<file path="src/hdl/sg3_pkg.sv">
// Shared constants and types of the 3x3 Sobel gradient block.
package sg3_pkg;

  localparam int DEF_MAX_WIDTH  = 2048;
  localparam int DEF_MAX_HEIGHT = 4096;

  localparam int PIXEL_W        = 9;
  localparam int GRAD_W         = 12;
  localparam int CENTER_ROW_W   = 12;
  localparam int CENTER_COL_W   = 11;
  localparam int IMAGE_WIDTH_W  = 12;
  localparam int IMAGE_HEIGHT_W = 13;
  localparam int CFG_IDX_W      = 4;
  localparam int CFG_DATA_W     = 13;

  localparam int RESET_WIDTH    = 640;
  localparam int RESET_HEIGHT   = 480;
  localparam int MIN_DIM        = 3;

  localparam logic [CFG_IDX_W-1:0] REG_IMAGE_WIDTH  = CFG_IDX_W'(0);
  localparam logic [CFG_IDX_W-1:0] REG_IMAGE_HEIGHT = CFG_IDX_W'(1);

  // Control handed from the scan stage to the window stage.
  typedef struct packed {
    logic adv;      // stage-one item moves on this cycle
    logic produce;  // item completes a window (row and column at least 2)
    logic last;     // item is the last pixel of the frame
  } sg3_step_t;

endpackage

</file>
<file path="src/hdl/sg3_window.sv">
// Window columns, gradient arithmetic and the result register.
module sg3_window import sg3_pkg::*; (
  input  logic                           clk_i,
  input  logic                           rst_ni,
  input  sg3_step_t                      step_i,
  input  logic [PIXEL_W-1:0]             pixel_i,
  input  logic [PIXEL_W-1:0]             top_i,
  input  logic [PIXEL_W-1:0]             mid_i,
  input  logic [CENTER_ROW_W-1:0]        center_row_i,
  input  logic [CENTER_COL_W-1:0]        center_col_i,
  input  logic                           out_stall_i,
  output logic                           out_free_o,
  output logic                           out_valid_o,
  output logic signed [GRAD_W-1:0]       grad_x_o,
  output logic signed [GRAD_W-1:0]       grad_y_o,
  output logic [CENTER_ROW_W-1:0]        center_row_o,
  output logic [CENTER_COL_W-1:0]        center_col_o,
  output logic                           frame_last_o
);

  // Two previous columns; the middle sample of the nearer one has weight zero.
  logic [PIXEL_W-1:0] tl_q, ml_q, bl_q, tc_q, bc_q;
  // The nearer column's middle sample is only needed once it becomes the
  // farther column, so it is kept in a register of its own.
  logic [PIXEL_W-1:0] mc_q;
  logic [GRAD_W-1:0]  left_sum, right_sum, top_sum, bot_sum;
  logic signed [GRAD_W-1:0] gx_d, gy_d;

  logic                      valid_q;
  logic signed [GRAD_W-1:0]  gx_q, gy_q;
  logic [CENTER_ROW_W-1:0]   row_q;
  logic [CENTER_COL_W-1:0]   col_q;
  logic                      last_q;

  always_comb begin
    left_sum  = GRAD_W'(tl_q) + (GRAD_W'(ml_q) << 1) + GRAD_W'(bl_q);
    right_sum = GRAD_W'(top_i) + (GRAD_W'(mid_i) << 1) + GRAD_W'(pixel_i);
    top_sum   = GRAD_W'(tl_q) + (GRAD_W'(tc_q) << 1) + GRAD_W'(top_i);
    bot_sum   = GRAD_W'(bl_q) + (GRAD_W'(bc_q) << 1) + GRAD_W'(pixel_i);
    gx_d      = signed'(left_sum - right_sum);
    gy_d      = signed'(top_sum - bot_sum);
  end

  always_ff @(posedge clk_i or negedge rst_ni) begin
    if (!rst_ni) begin
      tl_q <= '0;
      ml_q <= '0;
      bl_q <= '0;
      tc_q <= '0;
      bc_q <= '0;
    end else if (step_i.adv) begin
      tl_q <= tc_q;
      ml_q <= mc_q;
      bl_q <= bc_q;
      tc_q <= top_i;
      bc_q <= pixel_i;
    end
  end

  always_ff @(posedge clk_i or negedge rst_ni) begin
    if (!rst_ni) begin
      mc_q <= '0;
    end else if (step_i.adv) begin
      mc_q <= mid_i;
    end
  end

  always_ff @(posedge clk_i or negedge rst_ni) begin
    if (!rst_ni) begin
      valid_q <= 1'b0;
    end else if (step_i.adv && step_i.produce) begin
      valid_q <= 1'b1;
    end else if (!out_stall_i) begin
      valid_q <= 1'b0;
    end
  end

  always_ff @(posedge clk_i) begin
    if (step_i.adv && step_i.produce) begin
      gx_q   <= gx_d;
      gy_q   <= gy_d;
      row_q  <= center_row_i;
      col_q  <= center_col_i;
      last_q <= step_i.last;
    end
  end

  assign out_free_o   = !valid_q || !out_stall_i;
  assign out_valid_o  = valid_q;
  assign grad_x_o     = gx_q;
  assign grad_y_o     = gy_q;
  assign center_row_o = row_q;
  assign center_col_o = col_q;
  assign frame_last_o = last_q;

endmodule

</file>
<file path="config.mk">
export PLATFORM = sky130hd
export DESIGN_NAME = sg3_window
export DESIGN_NICKNAME = d
export VERILOG_FILES = /design/src/hdl/sg3_pkg.sv /design/src/hdl/sg3_window.sv
export SDC_FILE = /design/constraint.sdc
export NUM_CORES = 1
export LEC_CHECK = 0
export BUFFER_PORTS_ARGS = -buffer_cell sky130_fd_sc_hd__buf_2
export CAP_MARGIN = 20
export CORE_UTILIZATION = 61
export DETAILED_ROUTE_END_ITERATION = 10
export PLACE_DENSITY = 0.86
export SLEW_MARGIN = 30
export SYNTH_ARGS = -nofsm -noshare
export SYNTH_HDL_FRONTEND = slang
export SYNTH_SLANG_ARGS = --single-unit
</file>
<file path="constraint.sdc">
create_clock -name clk_i -period 11.7 [get_ports clk_i]
set_clock_uncertainty 0.15 [all_clocks]
set_input_delay 0.585 -clock clk_i [delete_from_list [all_inputs] [get_ports clk_i]]
set_output_delay 0.585 -clock clk_i [all_outputs]
set_load 0.01 [all_outputs]
</file>
==> flow_metrics.env <==
export IMPL_grt_remaining_overflow=0
export IMPL_setup_tns_ns=0
export IMPL_worstPathRequired_ns=11.68
export IMPL_status="complete, no violations"
export IMPL_drive_gt1_frac=0.244
export IMPL_io_pins=106
export IMPL_critPathMaxFanout=3
export IMPL_regToRegStartpoint="bl_q[2]$_DFFE_PN0P_"
export IMPL_end_kind="flop"
export IMPL_timing_final_crit_share=0.347
export IMPL_nNetsFinal=766
export IMPL_rr_worst_depth=12
export IMPL_drtAntennaViolNets=0
export IMPL_cts_tree="yes"
export IMPL_grt_use_total=0.223
export IMPL_fin_total_pwr_mw=1.76
export IMPL_p_int_mw=1.05
export IMPL_fillerInstances=671
export IMPL_insertion_delay_ns=0.38
export IMPL_cts_buffers=9
export IMPL_core_area_sq_mm=0.00977
export IMPL_min_period_ns=4.06
export IMPL_post_cts_buffers=0
export IMPL_routedWlPerCell_um=14.1
export IMPL_syn_area_per_cell_sq_um=12.2
export IMPL_switching_power_uw=710
export IMPL_post_drt_via_cell_ratio=5.12
export IMPL_die_area_sq_mm=0.0105
export IMPL_critPathLaunch="bl_q[2]$_DFFE_PN0P_"
export IMPL_fmax_mhz=246
export IMPL_synth_fp_nets=657
export IMPL_mostFrequentLayoutCells="inv_1, buf_2, fa_1"
export IMPL_die_h_um=102
export IMPL_slew_limit_headroom=0.460
export IMPL_comb_power_share=0.566
export IMPL_synth_cells=505
export IMPL_pwr_density_cell_mw_per_mm2=251
export IMPL_yosys_warnings=0
export IMPL_register_area_sq_mm=0.00282
export IMPL_p_clk_frac=0.130
export IMPL_place_hpwl_um=8320
export IMPL_cts_resized=0
export IMPL_worstPathArrival_ns=4.04
export IMPL_port_buffers=105
export IMPL_start_util=0.628
export IMPL_antenna_found_initial=0
export IMPL_yosysSeqAreaShare=0.459
export IMPL_cts_buffer_depth=2
export IMPL_p_leak_nw=3.46
export IMPL_clock_sinks=103
export IMPL_rsz0062_at_grt="no"
export IMPL_final_common_cell="inv_1"
export IMPL_worst_slew_pin_slew_ns=0.810
export IMPL_whs_ns=0.176
export IMPL_final_cells=752
export IMPL_grt_pass1_vias=4048
export IMPL_areaGrowthSynthToFinish_pct=14.2
export IMPL_postCtsHoldBufs=0
export IMPL_final_hold_viol_count=0
export IMPL_num_rows=36
export IMPL_syn_area_sq_mm=0.00614
export IMPL_final_util=0.718
export IMPL_antenna_cells=0
export IMPL_h_tree_depth=3
export IMPL_vias=3849
export IMPL_grt_pass1_wl_um=17400
export IMPL_finalSetupViolCount=0
export IMPL_clk_pin_slew_ns=0.10
export IMPL_maxCapViolCount=0
export IMPL_cts_root_buf="clkbuf_8"
export IMPL_seqPwrFrac=0.304
export IMPL_drt_iter0_drc=122
export IMPL_dr_pass1_iters=4
export IMPL_drc=0
export IMPL_synth_seq_cells=103
export IMPL_swShare=0.403
export IMPL_multi_input_area_sq_mm=0.00277
export IMPL_drt_total_wl_um=10600
export IMPL_final_max_slew_viol_count=0
export IMPL_ir_drop_mv=0.133
export IMPL_start_kind="flop"
export IMPL_worstSetupPathType="flop to flop"
export IMPL_gp_congestion=0.813
export IMPL_die_w_um=102
export IMPL_grt_max_degree=86
export IMPL_place_inst=736
export IMPL_hp_class="input pin to asynchronous set/reset pin"
export IMPL_netlist_cell_type_count=32
-- layer usage --
layer | up-vias | GRT usage | part of all wire | wire length (um)
li1 | 1787 | - | - | -
met1 | 1946 | 0.248 | 0.38 | 4080
met2 | 95 | 0.414 | 0.55 | 5840
met3 | 21 | 0.0451 | 0.040 | 422
met4 | 0 | 0.0923 | 0.025 | 262
met5 | - | 0 | 0 | 0
-- registers in the layout, summed over array words and instances (netlist names) --
name and cells:
grad_x_o 12, center_col_o 11, ml_q 9, bl_q 9, grad_y_o 12, bc_q 9, frame_last_o 1, mc_q 9
center_row_o 12, tc_q 9, tl_q 9, out_valid_o 1
-- metrics by stage --
stage | setup WS, ns | instance area, sq um
2_1_floorplan | 7.72 | 6140
3_3_place_gp | 7.50 | 6820
3_5_place_dp | 7.32 | 6820
4_1_cts | 7.63 | 7010
5_1_grt | 7.48 | 7020
6_report | 7.64 | 7020
-- final cells by class --
| type | count | share of cell area |
|---|---|---|
| Clock inverter | 6 | 0.0102 |
| Inverter | 138 | 0.0740 |
| Timing Repair Buffer | 107 | 0.0770 |
| Sequential cell | 103 | 0.402 |
| Clock buffer | 10 | 0.0182 |
| Multi-Input combinational cell | 255 | 0.395 |
| Tap cell | 133 | 0.0237 |
-- power groups by stage --
stage | Combinational, mW | Clock [mW] | Sequential [mW]
floorplan | 0.737 | 0 | 0.566
global placement | 0.940 | 0 | 0.543
detailed placement | 0.996 | 0 | 0.545
CTS | 1.01 | 0.230 | 0.538
global route | 1.13 | 0.246 | 0.544
finish | 0.999 | 0.228 | 0.536
-- synth_stat cells --
| cell | n | area (sq um) |
|---|---|---|
| buf_1 | 4 | 15.0 |
| clkbuf_1 | 5 | 18.8 |
| a2111oi_4 | 1 | 27.5 |
| a211oi_1 | 1 | 7.51 |
| and3_1 | 5 | 31.3 |
| nand2_1 | 37 | 139 |
| or3_1 | 1 | 6.26 |
| fa_1 | 70 | 1400 |
| nand3_1 | 3 | 15.0 |
| o21ai_0 | 36 | 180 |
| o2111ai_1 | 1 | 8.76 |
| o31ai_1 | 1 | 7.51 |
| xor2_1 | 6 | 52.6 |
| a221o_1 | 1 | 10.0 |
| nor2_1 | 1 | 3.75 |
| nor2b_1 | 1 | 6.26 |
| a21o_1 | 6 | 45.0 |
| dfrtp_1 | 55 | 1380 |
| and3_4 | 1 | 11.3 |
| and2_1 | 2 | 12.5 |
| a31oi_1 | 2 | 12.5 |
| a21oi_2 | 1 | 8.76 |
| o21bai_2 | 1 | 11.3 |
| nand2b_1 | 2 | 12.5 |
| ha_1 | 26 | 325 |
| mux2_2 | 24 | 270 |
| xnor2_1 | 10 | 87.6 |
| inv_1 | 138 | 518 |
| a41oi_1 | 1 | 8.76 |
| nor3_1 | 1 | 5.00 |
| a21oi_1 | 13 | 65.1 |
| edfxtp_1 | 48 | 1440 |
-- path summary, 6_finish.rpt --
kind                                        endpoint  slack (ns)
setup / recovery               grad_y_o[9]$_DFFE_PP_        7.64
hold / removal                   bl_q[1]$_DFFE_PN0P_        0.18
setup reg to reg               grad_y_o[9]$_DFFE_PP_        7.64
hold reg to reg                  tl_q[6]$_DFFE_PN0P_        0.33
max in group asynchronous        mc_q[3]$_DFFE_PN0P_       10.74
min in group clk_i         center_col_o[9]$_DFFE_PP_        0.22
-- logic make-up (layout without fill, tap and decap cells) --
| kind of cell | Yosys count | after routing | share of synthesized area |
|---|---|---|---|
| xor+xnor | 16 | 16 | 0.0228 |
| compound gates | 65 | 65 | 0.0640 |
| buf+inv | 147 | 261 | 0.0898 |
| flops | 103 | 103 | 0.459 |
| mux | 24 | 24 | 0.0440 |
| fa+ha+maj | 96 | 96 | 0.281 |
| simple gates | 54 | 54 | 0.0395 |
-- worst max-delay path: stages (launching register included) --
cell     delay (ns)
dfrtp_1        0.42
inv_1          0.11
fa_1           0.45
fa_1           0.57
inv_1          0.07
fa_1           0.54
inv_1          0.07
fa_1           0.45
a21o_1         0.21
a41oi_1        0.23
nand2_1        0.15
o31ai_1        0.27
xnor2_1        0.11
(Power assumes the default switching activity.)
